### config.mk
export PLATFORM = sky130hd
export DESIGN_NAME = utf8_decode_ident_classify
export DESIGN_NICKNAME = d
export VERILOG_FILES = /design/src/rtl/u8dic_pkg.sv /design/src/rtl/utf8_decode_ident_classify.sv /design/src/rtl/u8dic_decode.sv /design/src/rtl/u8dic_ranges.sv /design/src/rtl/u8dic_classify.sv
export SDC_FILE = /design/constraint.sdc
export NUM_CORES = 1
export LEC_CHECK = 0
export ABC_AREA = 1
export BUFFER_PORTS_ARGS = -buffer_cell sky130_fd_sc_hd__buf_2
export CAP_MARGIN = 20
export CORE_UTILIZATION = 50
export CTS_CLUSTER_SIZE = 40
export DETAILED_ROUTE_END_ITERATION = 16
export PLACE_DENSITY_LB_ADDON = 0.15
export SLEW_MARGIN = 20
export SYNTH_ARGS = -nofsm -noshare
export SYNTH_HDL_FRONTEND = slang
export SYNTH_HIERARCHICAL = 1
export SYNTH_SLANG_ARGS = --single-unit
### constraint.sdc
create_clock -name clock -period 8.5 [get_ports clock]
set_input_delay 1.7 -clock clock [delete_from_list [all_inputs] [get_ports clock]]
set_output_delay 1.7 -clock clock [all_outputs]
set_load 0.005 [all_outputs]
### src/rtl/u8dic_pkg.sv
// shared types, constants and helpers of the utf-8 decoder and identifier classifier
package u8dic_pkg;

   localparam int CP_WIDTH     = 21;
   localparam int LEN_WIDTH    = 3;
   localparam int CJK_RANGES   = 9;

   // utf-8 lead and continuation patterns
   localparam logic [7:0] CONT_MASK  = 8'hC0;
   localparam logic [7:0] CONT_MARK  = 8'h80;
   localparam logic [7:0] LEAD2_MASK = 8'hE0;
   localparam logic [7:0] LEAD2_MARK = 8'hC0;
   localparam logic [7:0] LEAD3_MASK = 8'hF0;
   localparam logic [7:0] LEAD3_MARK = 8'hE0;
   localparam logic [7:0] LEAD4_MASK = 8'hF8;
   localparam logic [7:0] LEAD4_MARK = 8'hF0;

   localparam logic [LEN_WIDTH-1:0] LEN_NONE = 3'd0;
   localparam logic [LEN_WIDTH-1:0] LEN_ONE  = 3'd1;
   localparam logic [LEN_WIDTH-1:0] LEN_TWO  = 3'd2;
   localparam logic [LEN_WIDTH-1:0] LEN_THREE = 3'd3;
   localparam logic [LEN_WIDTH-1:0] LEN_FOUR = 3'd4;

   // ideograph and fullwidth alphanumeric ranges, inclusive bounds
   localparam logic [CP_WIDTH-1:0] CJK_LO [CJK_RANGES] = '{
      21'h04E00, 21'h03400, 21'h20000, 21'h02E80, 21'h0F900,
      21'h2F800, 21'h0FF41, 21'h0FF21, 21'h0FF10
   };
   localparam logic [CP_WIDTH-1:0] CJK_HI [CJK_RANGES] = '{
      21'h09FFF, 21'h04DBF, 21'h2A6DF, 21'h02EFF, 21'h0FAFF,
      21'h2FA1F, 21'h0FF5A, 21'h0FF3A, 21'h0FF19
   };

   localparam logic [CP_WIDTH-1:0] LOWER_A    = 21'h61;
   localparam logic [CP_WIDTH-1:0] LOWER_Z    = 21'h7A;
   localparam logic [CP_WIDTH-1:0] UPPER_A    = 21'h41;
   localparam logic [CP_WIDTH-1:0] UPPER_Z    = 21'h5A;
   localparam logic [CP_WIDTH-1:0] UNDERSCORE = 21'h5F;
   localparam logic [CP_WIDTH-1:0] DIGIT_0    = 21'h30;
   localparam logic [CP_WIDTH-1:0] DIGIT_9    = 21'h39;

   typedef struct packed {
      logic [7:0] fourth_byte;
      logic [7:0] third_byte;
      logic [7:0] second_byte;
      logic [7:0] lead_byte;
   } window_type;

   typedef struct packed {
      logic                 valid_res;
      logic [LEN_WIDTH-1:0] seq_length;
      logic [CP_WIDTH-1:0]  code_point;
   } decode_type;

   typedef struct packed {
      logic [CJK_RANGES-1:0] cjk_hit;
      logic                  alpha_us;
      logic                  digit;
      decode_type            dec;
   } hits_type;

   typedef struct packed {
      logic       ident_continue;
      logic       ident_start;
      logic       cjk_char;
      decode_type dec;
   } result_type;

   function automatic logic is_cont(input logic [7:0] b);
      return (b & CONT_MASK) == CONT_MARK;
   endfunction

endpackage

### src/rtl/utf8_decode_ident_classify.sv
// top level of the utf-8 decoder and identifier classifier
// Decodes one utf-8 sequence from a four-byte window per item and flags the
// code point for identifier scanning. Items move through three register stages
// (decode, range compare, flag merge). A result is offered on rsp from the
// flag merge register after passing the decode and range compare registers.
// One item is taken every cycle as long as rsp_tready stays high;
// each stage holds its item when the next one is full and stalled, and ready
// ripples back through the stages. Only lead patterns and the
// 10xxxxxx marks are checked: overlong forms, surrogates and values above
// 0x10ffff come out as decoded. An invalid sequence gives code point zero,
// length zero and all flags clear. A zero lead byte is valid with length one.
module utf8_decode_ident_classify import u8dic_pkg::*; (
   input  logic        clock,
   input  logic        reset,
   input  logic        req_tvalid,
   output logic        req_tready,
   // lead_byte, second_byte, third_byte, fourth_byte
   input  logic [31:0] req_tdata,
   output logic        rsp_tvalid,
   input  logic        rsp_tready,
   // code_point[20:0], seq_length[23:21], valid_res[24], cjk_char[25],
   // ident_start[26], ident_continue[27], zero fill
   output logic [31:0] rsp_tdata
);

   window_type window;
   decode_type dec_data;
   hits_type   hit_data;
   result_type res_data;
   logic       dec_valid, dec_ready;
   logic       hit_valid, hit_ready;

   assign window = window_type'(req_tdata);

   // decode of lead and continuation bytes
   u8dic_decode u_decode (
      .clock     (clock),
      .reset     (reset),
      .in_valid  (req_tvalid),
      .in_ready  (req_tready),
      .in_data   (window),
      .out_valid (dec_valid),
      .out_ready (dec_ready),
      .out_data  (dec_data)
   );

   // ideograph, fullwidth, letter and digit range compares
   u8dic_ranges u_ranges (
      .clock     (clock),
      .reset     (reset),
      .in_valid  (dec_valid),
      .in_ready  (dec_ready),
      .in_data   (dec_data),
      .out_valid (hit_valid),
      .out_ready (hit_ready),
      .out_data  (hit_data)
   );

   // flag merge, doubles as the output register
   u8dic_classify u_classify (
      .clock     (clock),
      .reset     (reset),
      .in_valid  (hit_valid),
      .in_ready  (hit_ready),
      .in_data   (hit_data),
      .out_valid (rsp_tvalid),
      .out_ready (rsp_tready),
      .out_data  (res_data)
   );

   assign rsp_tdata = {4'd0, res_data};

endmodule

### src/rtl/u8dic_decode.sv
// first stage: lead byte pattern check and code point assembly
module u8dic_decode import u8dic_pkg::*; (
   input  logic       clock,
   input  logic       reset,
   input  logic       in_valid,
   output logic       in_ready,
   input  window_type in_data,
   output logic       out_valid,
   input  logic       out_ready,
   output decode_type out_data
);

   logic       valid_ff;
   logic       valid_in;
   decode_type data_ff;
   decode_type data_in;
   logic       c1, c2, c3;

   assign in_ready = !valid_ff || out_ready;
   assign valid_in = in_ready ? in_valid : valid_ff;

   always_comb begin
      c1 = is_cont(in_data.second_byte);
      c2 = is_cont(in_data.third_byte);
      c3 = is_cont(in_data.fourth_byte);
      data_in = '0;
      if (!in_data.lead_byte[7]) begin
         data_in.code_point = {13'd0, in_data.lead_byte};
         data_in.seq_length = LEN_ONE;
         data_in.valid_res  = 1'b1;
      end else if ((in_data.lead_byte & LEAD2_MASK) == LEAD2_MARK) begin
         if (c1) begin
            data_in.code_point = {10'd0, in_data.lead_byte[4:0], in_data.second_byte[5:0]};
            data_in.seq_length = LEN_TWO;
            data_in.valid_res  = 1'b1;
         end
      end else if ((in_data.lead_byte & LEAD3_MASK) == LEAD3_MARK) begin
         if (c1 && c2) begin
            data_in.code_point = {5'd0, in_data.lead_byte[3:0], in_data.second_byte[5:0],
                                  in_data.third_byte[5:0]};
            data_in.seq_length = LEN_THREE;
            data_in.valid_res  = 1'b1;
         end
      end else if ((in_data.lead_byte & LEAD4_MASK) == LEAD4_MARK) begin
         if (c1 && c2 && c3) begin
            data_in.code_point = {in_data.lead_byte[2:0], in_data.second_byte[5:0],
                                  in_data.third_byte[5:0], in_data.fourth_byte[5:0]};
            data_in.seq_length = LEN_FOUR;
            data_in.valid_res  = 1'b1;
         end
      end
   end

   always_ff @(posedge clock) begin
      if (reset) begin
         valid_ff <= 1'b0;
      end else begin
         valid_ff <= valid_in;
      end
   end

   always_ff @(posedge clock) begin
      if (in_ready && in_valid) begin
         data_ff <= data_in;
      end
   end

   assign out_valid = valid_ff;
   assign out_data  = data_ff;

endmodule

### src/rtl/u8dic_ranges.sv
// second stage: range compares of the decoded code point
module u8dic_ranges import u8dic_pkg::*; (
   input  logic       clock,
   input  logic       reset,
   input  logic       in_valid,
   output logic       in_ready,
   input  decode_type in_data,
   output logic       out_valid,
   input  logic       out_ready,
   output hits_type   out_data
);

   logic     valid_ff;
   logic     valid_in;
   hits_type data_ff;
   hits_type data_in;

   assign in_ready = !valid_ff || out_ready;
   assign valid_in = in_ready ? in_valid : valid_ff;

   always_comb begin
      data_in.dec = in_data;
      for (int i = 0; i < CJK_RANGES; i++) begin
         data_in.cjk_hit[i] = (in_data.code_point >= CJK_LO[i]) &&
                              (in_data.code_point <= CJK_HI[i]);
      end
      data_in.alpha_us = ((in_data.code_point >= LOWER_A) && (in_data.code_point <= LOWER_Z)) ||
                         ((in_data.code_point >= UPPER_A) && (in_data.code_point <= UPPER_Z)) ||
                         (in_data.code_point == UNDERSCORE);
      data_in.digit    = (in_data.code_point >= DIGIT_0) && (in_data.code_point <= DIGIT_9);
   end

   always_ff @(posedge clock) begin
      if (reset) begin
         valid_ff <= 1'b0;
      end else begin
         valid_ff <= valid_in;
      end
   end

   always_ff @(posedge clock) begin
      if (in_ready && in_valid) begin
         data_ff <= data_in;
      end
   end

   assign out_valid = valid_ff;
   assign out_data  = data_ff;

endmodule

### src/rtl/u8dic_classify.sv
// third stage: class flag merge into the output register
module u8dic_classify import u8dic_pkg::*; (
   input  logic       clock,
   input  logic       reset,
   input  logic       in_valid,
   output logic       in_ready,
   input  hits_type   in_data,
   output logic       out_valid,
   input  logic       out_ready,
   output result_type out_data
);

   logic       valid_ff;
   logic       valid_in;
   result_type data_ff;
   result_type data_in;

   assign in_ready = !valid_ff || out_ready;
   assign valid_in = in_ready ? in_valid : valid_ff;

   // an invalid sequence carries code point zero, which hits no range
   always_comb begin
      data_in.dec            = in_data.dec;
      data_in.cjk_char       = |in_data.cjk_hit;
      data_in.ident_start    = data_in.cjk_char || in_data.alpha_us;
      data_in.ident_continue = data_in.ident_start || in_data.digit;
   end

   always_ff @(posedge clock) begin
      if (reset) begin
         valid_ff <= 1'b0;
      end else begin
         valid_ff <= valid_in;
      end
   end

   always_ff @(posedge clock) begin
      if (in_ready && in_valid) begin
         data_ff <= data_in;
      end
   end

   assign out_valid = valid_ff;
   assign out_data  = data_ff;

endmodule

==> key figures, run 1 <==
Power
  – Seq pwr share: 0.612
  – Sw frac: 0.246
  – Comb pwr share: 0.070
  – Power consumption: 0.861 mW
  – Clk pwr share: 0.318
  – NetSw: 0.212 mW
  – Power per Cell Area: 171 nW/um^2
  – Pint: 0.649 mW
  – Peak supply drop: 85.6 uV
  – Leakage: 2.04 nW

Layout
  – Fillers: 729
  – Commonest non-fill, non-tap cell in the layout: nand2_1
  – Final nets: 550
  – Commonest cells after routing, fill and taps aside: 94 x nand2_1, 89 x edfxtp_1, 65 x buf_2
  – Share of layout cells above drive strength 1: 0.227
  – Area grow syn2layout: 15.0%
  – N_diodes: 0

Timing
  – Post-layout min period: 4120 ps
  – Relative slew margins: 0.486
  – Slew Limit Fails: 0
  – Setup-failing EPs final: 0
  – Final Hold Viols: 0
  – Max frequency: 242 MHz
  – Setup Skew: 15.9 ps
  – Fin Setup TNS: 0 ps
  – RSZ-0062 raised after global routing: no
  – Final period utilization: 0.485
  – Least-Margin Pin Slew: 768 ps

CTS
  – Clock Path Buffers: 2
  – Worst skew pair latency: 360 ps
  – TritonCTS Sinks: 92
  – CTS Buf Count: 9
  – Setup repair bufs after CTS: 0
  – Root buffer cell: clkbuf_8
  – CTS tree: done
  – CTS Hold Buffers Added: 0
  – Post-CTS Resized: 0
  – Clk slew on worst S/H paths: 100 ps
  – H-tree depth: 3

GRT
  – Total gr overflow: 0
  – Number of global-route vias before repair: 2941
  – Initial antenna violation count: 0
  – GRT Total Usage: 0.217
  – First-pass GRT wire length: 14700 um
  – Largest net degree at the start of global routing: 37

Floorplan
  – Full die area: 9120 um^2
  – Chip Height: 95.5 um
  – Die Wd: 95.5 um
  – I/O pin total: 70
  – Initial Utilization: 0.524
  – Core box area: 8340 um^2
  – Site Rows: 33

Place
  – PortBufs: 65
  – DP HPWL: 6610 um
  – Placer Congestion: 0.901

Drt
  – DRC violations left: 0
  – Routed WL: 8970 um
  – Drt pass-1 iters: 5
  – WL/cell: 14.4 um
  – Initial drt markers: 219
  – Vias per inst: 5.32
  – Antenna viol nets, final: 0
  – Vias: 3321

Synthesis
  – Library cells used by synthesis: 29
  – Yosys warning total: 6
  – Sequential share of the synthesized area: 0.625
  – Synth top area share: 0.612
  – #FFs+latches synth: 92
  – Synth Area per Inst: 9.91 um^2
  – Dominant cell type by area after synthesis: edfxtp_1
  – Main area contributors after synthesis: edfxtp_1 61%, nand2_1 8.1%, nand3_1 5.6%
  – Mapped Cells: 441
  – Syn Std Cell Area: 4370 um^2

Worst setup path
  – R2R cell count: 9
  – Worst Path Required: 6800 ps
  – Worst path arrival time: 2420 ps
  – Worst R2R Setup Slack: 6670 ps
  – Crit path launch type: input port
  – Critical path capture point type: output port
  – Crit Path Class: in2out
  – CP max FO: 2

Min path
  – Worst hold path class: reg2reg
  – Hold Crit Depth: 0

Status
  – Status: completed

Run
  – MaxCap Viol Count: 0
[synth_stat cells, drive strengths merged]
cell type / instances
a21oi: 19
o31ai: 1
and2: 1
nand2: 102
conb: 1
or2: 1
buf: 9
nor3: 14
o211ai: 2
nand3b: 4
clkinv: 2
inv: 50
edfxtp: 89
nor2: 66
nand3: 50
nand4: 18
o21ai: 9
dfxtp: 3
[worst max-delay path: stages]
cell     delay, ps
buf_2           90
inv_1           70
nand2_1         70
inv_1          110
nand2_1         80
inv_1           90
nand2_1         70
buf_2          130
[sequential cells by signal (all words and copies together) (netlist names)]
signal                flops
u_classify/out_data      28
u_classify/out_valid      1
u_decode/out_data        25
u_decode/out_valid        1
u_ranges/out_data        36
u_ranges/out_valid        1
[per-layer routing]
metal | global-route usage | part of all wire | vias up | wire, um
met3 | 0.0439 | 0.054 | 16 | 482
met2 | 0.339 | 0.45 | 130 | 4070
met5 | 0 | 0 | - | 0
li1 | - | - | 1641 | -
met4 | 0.0697 | 0.019 | 0 | 167
met1 | 0.304 | 0.47 | 1534 | 4250
[per-stage QoR]
step                utilization  hold WS (ps)  setup WS, ps  instances  cell area (um^2)
finish                    0.603           415          4380        624              5030
global route              0.603           428          4270        624              5030
CTS                       0.599           420          4380        623              5000
detailed placement        0.577           405          4380        607              4810
global placement          0.577           401          4430        607              4810
floorplan                     -           400          4450        444              4380
[cell families (layout without fill, tap and decap cells)]
| family | count (synthesis) | count (layout) | share of synthesized area |
|---|---|---|---|
| flip-flops | 92 | 92 | 0.625 |
| other | 1 | 4 | 0.000858 |
| AO/OA/AOI/OAI | 31 | 31 | 0.0389 |
| buffers and inverters | 61 | 136 | 0.0584 |
| AND/OR/NAND/NOR | 256 | 256 | 0.277 |
[worst paths after layout]
kind	start	end
worst max-delay path	rsp_tready	req_tready
worst max register to register	u_decode/out_data[8]	u_ranges/out_data[34]
worst min-delay path	u_ranges/out_data[16]	u_classify/out_data[16]
worst min register to register	u_ranges/out_data[16]	u_classify/out_data[16]
[area by class of cell]
class / instances / area [um^2] / area share
tap: 105 / 131 / 0.0261
sequential: 92 / 2730 / 0.544
inverter: 52 / 198 / 0.0393
clock buffer: 10 / 128 / 0.0254
clock inverter: 6 / 56.3 / 0.0112
timing repair buffer: 68 / 368 / 0.0732
multi-input combinational: 291 / 1410 / 0.281
[power by group through the flow]
| stage | logic [mW] | clock network (mW) | registers (mW) |
|---|---|---|---|
| after floorplan | 0.0354 | 0 | 0.533 |
| after global placement | 0.0573 | 0 | 0.537 |
| after detailed placement | 0.0581 | 0 | 0.537 |
| after CTS | 0.0583 | 0.282 | 0.527 |
| after global routing | 0.0678 | 0.300 | 0.529 |
| final | 0.0604 | 0.273 | 0.527 |
(Power assumes the default switching activity.)
==> run 2: changes to the inputs <==
--- a/config.mk
+++ b/config.mk
@@ -5,7 +5,7 @@
 export SDC_FILE = /design/constraint.sdc
 export NUM_CORES = 1
 export LEC_CHECK = 0
-export ABC_AREA = 1
+export ABC_AREA = 0
 export BUFFER_PORTS_ARGS = -buffer_cell sky130_fd_sc_hd__buf_2
 export CAP_MARGIN = 20
 export CORE_UTILIZATION = 50
==> constraint.sdc (replaced) <==
create_clock -name clock -period 3.8 [get_ports clock]
set_input_delay 0.76 -clock clock [delete_from_list [all_inputs] [get_ports clock]]
set_output_delay 0.76 -clock clock [all_outputs]
set_load 0.005 [all_outputs]
==> key figures, run 2 <==
Status
  – Status: completed (unchanged)

Timing
  – Final period utilization: 0.590
  – Final Hold Viols: 0 (unchanged)
  – Least-Margin Pin Slew: 710 ps (was 768 ps)
  – RSZ-0062 raised after global routing: no (unchanged)
  – Setup Skew: 8.75 ps (was 15.9 ps)
  – Setup-failing EPs final: 0 (unchanged)
  – Post-layout min period: 2240 ps
  – Slew Limit Fails: 0 (unchanged)
  – Max frequency: 446 MHz
  – Relative slew margins: 0.525 (was 0.486)
  – Fin Setup TNS: 0 ps (unchanged)

CTS
  – Clock Path Buffers: 2 (unchanged)
  – Clk slew on worst S/H paths: 80 ps (was 100 ps)
  – Worst skew pair latency: 350 ps (was 360 ps)
  – CTS tree: done (unchanged)
  – Setup repair bufs after CTS: 0 (unchanged)
  – Post-CTS Resized: 0 (unchanged)
  – CTS Buf Count: 9 (unchanged)
  – TritonCTS Sinks: 92 (unchanged)
  – H-tree depth: 3 (unchanged)
  – CTS Hold Buffers Added: 0 (unchanged)
  – Root buffer cell: clkbuf_8 (unchanged)

Drt
  – Drt pass-1 iters: 5 (unchanged)
  – Vias: 2514 (was 3321)
  – WL/cell: 15.7 um (was 14.4 um)
  – DRC violations left: 0 (unchanged)
  – Vias per inst: 5.70 (was 5.32)
  – Initial drt markers: 111 (was 219)
  – Antenna viol nets, final: 0 (unchanged)
  – Routed WL: 6920 um (was 8970 um)

Place
  – DP HPWL: 4870 um (was 6610 um)
  – PortBufs: 65 (unchanged)
  – Placed cells: 425 (was 607)
  – Placer Congestion: 0.850 (was 0.901)

Worst setup path
  – CP max FO: 3 (was 2)
  – Critical-path top delay cell: nand2b_1 (was buf_2)
  – CP max stage delay: 170 ps (was 130 ps)
  – Critical path capture point type: output port (unchanged)
  – Worst Path Required: 3040 ps (was 6800 ps)
  – Crit path max-delay family: simple AND/OR/NAND/NOR gates (was buffers and inverters)
  – Worst path arrival time: 1480 ps (was 2420 ps)
  – Most used cell, CP: nand2b_1
  – Buffers and inverters on the worst path: 2 (was 5)
  – Crit path launch type: input port (unchanged)
  – Crit Path Class: in2out (unchanged)
  – Crit-path cells: buf_2 -> nand2b_1 -> nand2b_1 -> nand2b_1 -> buf_2 (was buf_2 -> inv_1 -> nand2_1 -> inv_1 -> nand2_1 -> inv_1 -> nand2_1 -> buf_2)

GRT
  – Largest net degree at the start of global routing: 37 (unchanged)
  – Number of global-route vias before repair: 2303 (was 2941)
  – Initial antenna violation count: 0 (unchanged)
  – First-pass GRT wire length: 11300 um (was 14700 um)
  – GRT Total Usage: 0.182 (was 0.217)
  – Total gr overflow: 0 (unchanged)

Layout
  – Final nets: 373 (was 550)
  – Max reg flops: 36 (unchanged)
  – Commonest cells after routing, fill and taps aside: 89 x edfxtp_1, 65 x buf_2, 17 x nor2_1, 17 x a31oi_1, 16 x nand4_1 (was 94 x nand2_1, 89 x edfxtp_1, 65 x buf_2)
  – Share of layout cells above drive strength 1: 0.263 (was 0.227)
  – Finished Layout Cells: 441 (was 624)
  – N_diodes: 0 (unchanged)
  – Fillers: 611 (was 729)
  – Area grow syn2layout: 14.1% (was 15.0%)
  – Commonest non-fill, non-tap cell in the layout: edfxtp_1 (was nand2_1)

Power
  – Peak supply drop: 207 uV (was 85.6 uV)
  – Power per Cell Area: 444 nW/um^2 (was 171 nW/um^2)
  – Power consumption: 1.98 mW (was 0.861 mW)
  – Leakage: 1.60 nW (was 2.04 nW)

Synthesis
  – Synth top area share: 0.684 (was 0.612)
  – #FFs+latches synth: 92 (unchanged)
  – Ys flop type: edfxtp_1 (unchanged)
  – Top post-synthesis cells by count: 89 x edfxtp_1, 17 x a31oi_1, 17 x nor2_1 (was 94 x nand2_1, 89 x edfxtp_1, 57 x nor2_1)
  – Library cells used by synthesis: 53 (was 29)
  – Mapped Cells: 277 (was 441)
  – Syn Std Cell Area: 3900 um^2 (was 4370 um^2)
  – Main area contributors after synthesis: edfxtp_1 68%, a31oi_1 2.7%, nand4_1 2.6% (was edfxtp_1 61%, nand2_1 8.1%, nand3_1 5.6%)
  – Ys async rst share: 0 (unchanged)
  – Synth Area per Inst: 14.1 um^2 (was 9.91 um^2)
  – EDFF count, synth: 89 (unchanged)
  – Sequential share of the synthesized area: 0.700 (was 0.625)
  – Dominant cell type by area after synthesis: edfxtp_1 (unchanged)
  – Yosys warning total: 6 (unchanged)
  – Count leader, synth: edfxtp_1 (was nand2_1)

Floorplan
  – Initial Utilization: 0.527 (was 0.524)
  – Site Rows: 31 (was 33)
  – I/O pin total: 70 (unchanged)
  – Die Wd: 90.4 um (was 95.5 um)
  – Chip Height: 90.4 um (was 95.5 um)
  – Core box area: 7410 um^2 (was 8340 um^2)
  – Full die area: 8170 um^2 (was 9120 um^2)

Min path
  – Worst hold path class: reg2reg (unchanged)

Run
  – MaxCap Viol Count: 0 (unchanged)
[run 2: kinds of logic after synthesis]
group,synth area share
buffers and inverters,0.0442
other,0.000960
XOR/XNOR,0.00224
AO/OA/AOI/OAI,0.0968
AND/OR/NAND/NOR,0.156
flip-flops,0.700
[run 2: final timing paths]
kind | from | to | slack (ps) | cells after the start
min | u_ranges/out_data[5] | u_classify/out_data[5] | 420 | 0
max | rsp_tready | req_tready | 1560 | 5
max reg2reg | u_decode/out_data[19] | u_ranges/out_data[26] | 1790 | 4
min reg2reg | u_ranges/out_data[5] | u_classify/out_data[5] | 420 | 0
[run 2: power breakdown]
part / internal [mW] / switching, mW / leakage, nW
logic: 0.0415 / 0.0627 / 0.610
clock network: 0.372 / 0.321 / 0.109
registers: 1.15 / 0.0292 / 0.876
[run 2: per-layer routing]
metal  vias up  part of all wire  routed length [um]  GRT usage
li1       1201                 -                   -          -
met4         0             0.015                 103     0.0847
met1      1176              0.45                3130      0.248
met2       128              0.47                3240      0.289
met3         9             0.066                 456     0.0303
met5         -                 0                   0          0
[run 2: stage by stage]
stage          area, um^2  worst slack, ps  hold slack (ps)   util
5_1_grt              4460             1470              437  0.601
3_5_place_dp         4240             1350              405  0.573
6_report             4460             1560              424  0.601
4_1_cts              4460             1550              426  0.601
3_3_place_gp         4240             1400              401  0.573
2_1_floorplan        3920             1520              400      -
[run 2: layout make-up]
class,count,area (um^2),share of cell area
multi-input cells,160,1010,0.227
clock buffers,10,128,0.0286
inverters,5,18.8,0.00421
well taps,99,124,0.0278
repair buffers,69,355,0.0798
clock inverters,6,86.3,0.0194
flip-flops and latches,92,2730,0.613
==> run 3: changes to the inputs <==
==> constraint.sdc (replaced) <==
create_clock -name clock -period 1.9 [get_ports clock]
set_input_delay 0.38 -clock clock [delete_from_list [all_inputs] [get_ports clock]]
set_output_delay 0.38 -clock clock [all_outputs]
set_load 0.005 [all_outputs]
==> key figures, run 3 (synthesized netlist as in run 2, its figures left out) <==
GRT
  – First-pass GRT wire length: 12100 um (was 11300 um)
  – Initial antenna violation count: 0 (unchanged)
  – Number of global-route vias before repair: 2464 (was 2303)
  – Total gr overflow: 0 (unchanged)
  – GRT Total Usage: 0.194 (was 0.182)
  – Largest net degree at the start of global routing: 37 (unchanged)

CTS
  – CTS tree: done (unchanged)
  – TritonCTS Sinks: 92 (unchanged)
  – Clk slew on worst S/H paths: 90 ps (was 80 ps)
  – CTS Hold Buffers Added: 0 (unchanged)
  – Clock Path Buffers: 2 (unchanged)
  – H-tree depth: 3 (unchanged)
  – Root buffer cell: clkbuf_8 (unchanged)
  – CTS Buf Count: 9 (unchanged)
  – Worst skew pair latency: 350 ps (about the same)

Status
  – Status: completed (unchanged)

Worst setup path
  – Critical path capture point type: flip-flop (was output port)
  – Crit Path Class: reg2reg (was in2out)
  – Worst path arrival time: 2010 ps (was 1480 ps)
  – Worst Path Required: 2060 ps (was 3040 ps)
  – CP max FO: 3 (unchanged)
  – Worst R2R Setup Slack: 40 ps (was 1790 ps)
  – Crit path launch type: flip-flop (was input port)

Place
  – Placer Congestion: 0.887 (was 0.850)
  – Placed cells: 441 (was 425)
  – PortBufs: 65 (unchanged)
  – DP HPWL: 5180 um (was 4870 um)

Floorplan
  – Site Rows: 31 (unchanged)
  – I/O pin total: 70 (unchanged)
  – Full die area: 8170 um^2 (unchanged)
  – Initial Utilization: 0.527 (unchanged)
  – Chip Height: 90.4 um (unchanged)
  – Die Wd: 90.4 um (unchanged)
  – Core box area: 7410 um^2 (unchanged)

Layout
  – Max reg flops: 36 (unchanged)
  – Finished Layout Cells: 461 (was 441)
  – Commonest non-fill, non-tap cell in the layout: edfxtp_1 (unchanged)
  – Final nets: 393 (was 373)
  – Area grow syn2layout: 19.4% (was 14.1%)
  – N_diodes: 0 (unchanged)
  – Fillers: 578 (was 611)
  – Share of layout cells above drive strength 1: 0.315 (was 0.263)
  – Commonest cells after routing, fill and taps aside: 89 x edfxtp_1, 65 x buf_2, 23 x buf_4 (was 89 x edfxtp_1, 65 x buf_2, 17 x nor2_1, 17 x a31oi_1, 16 x nand4_1)

Power
  – Power per Cell Area: 862 nW/um^2 (was 444 nW/um^2)
  – Leakage: 1.71 nW (was 1.60 nW)
  – Power consumption: 4.02 mW (was 1.98 mW)
  – Peak supply drop: 369 uV (was 207 uV)

Min path
  – Worst hold path class: in2reg (was reg2reg)

Drt
  – Routed WL: 7510 um (was 6920 um)
  – Vias per inst: 5.80 (was 5.70)
  – Initial drt markers: 167 (was 111)
  – WL/cell: 16.3 um (was 15.7 um)
  – Drt pass-1 iters: 5 (unchanged)
  – DRC violations left: 0 (unchanged)
  – Vias: 2673 (was 2514)
  – Antenna viol nets, final: 0 (unchanged)

Timing
  – Fin Setup TNS: 0 ps (unchanged)
  – Setup Skew: 9.31 ps (was 8.75 ps)
  – RSZ-0062 raised after global routing: yes (was no)
  – Least-Margin Pin Slew: 832 ps (was 710 ps)
  – Final period utilization: 0.977
  – Slew Limit Fails: 0 (unchanged)
  – Max frequency: 539 MHz
  – Relative slew margins: 0.445 (was 0.525)
  – Post-layout min period: 1860 ps
  – Final Hold Viols: 0 (unchanged)
  – Setup-failing EPs final: 0 (unchanged)

Run
  – MaxCap Viol Count: 0 (unchanged)
-- run 3: where the power goes --
| part | leakage (nW) | internal, mW | switching (mW) |
|---|---|---|---|
| clock network | 0.111 | 0.779 | 0.631 |
| logic | 0.718 | 0.105 | 0.157 |
| registers | 0.876 | 2.31 | 0.0422 |
-- run 3: routing by layer --
layer	vias up	wire length [um]	global-route usage	share of wire
met5	-	0	0	0
met4	0	176	0.0887	0.023
met3	17	460	0.0337	0.061
met2	140	3560	0.321	0.47
met1	1270	3310	0.251	0.44
li1	1246	-	-	-
-- run 3: worst paths after layout --
path                    startpoint                 endpoint  cells after the start
min reg2reg  u_ranges/out_data[12]  u_classify/out_data[12]                      0
min                          reset     u_classify/out_valid                      2
max          u_decode/out_data[19]    u_ranges/out_data[33]                      5
max reg2reg  u_decode/out_data[19]    u_ranges/out_data[33]                      5
-- run 3: per-stage QoR --
step           utilization  hold WS [ps]  cell area (um^2)  setup slack [ps]
4_1_cts              0.621           210              4600              18.2
2_1_floorplan            -           400              3920               100
5_1_grt              0.629           207              4660             -35.6
6_report             0.629           219              4660              44.2
3_5_place_dp         0.589           405              4360              30.1
3_3_place_gp         0.589           401              4360              74.7
-- run 3: worst max-delay path, stage by stage (launching register included) --
cell and delay, ps:
edfxtp_1 430, buf_6 150, nor4_4 280, nand2b_1 130
or3_4 360, a2111oi_4 320
-- run 3: layout make-up --
class                           count  area [um^2]  share of cell area
Sequential cell                    92         2730               0.586
Multi-Input combinational cell    160         1060               0.227
Timing Repair Buffer               89          509               0.109
Clock buffer                       12          145              0.0311
Tap cell                           99          124              0.0266
Clock inverter                      4         73.8              0.0158
Inverter                            5         18.8             0.00402
-- run 3: repair_timing --
| item | CTS | global route |
|---|---|---|
| pin swaps | 1 | 6 |
| setup buffers | 2 | 2 |
| endpoints found under the setup margin | 1 | 2 |
| resized for setup | 1 | 7 |
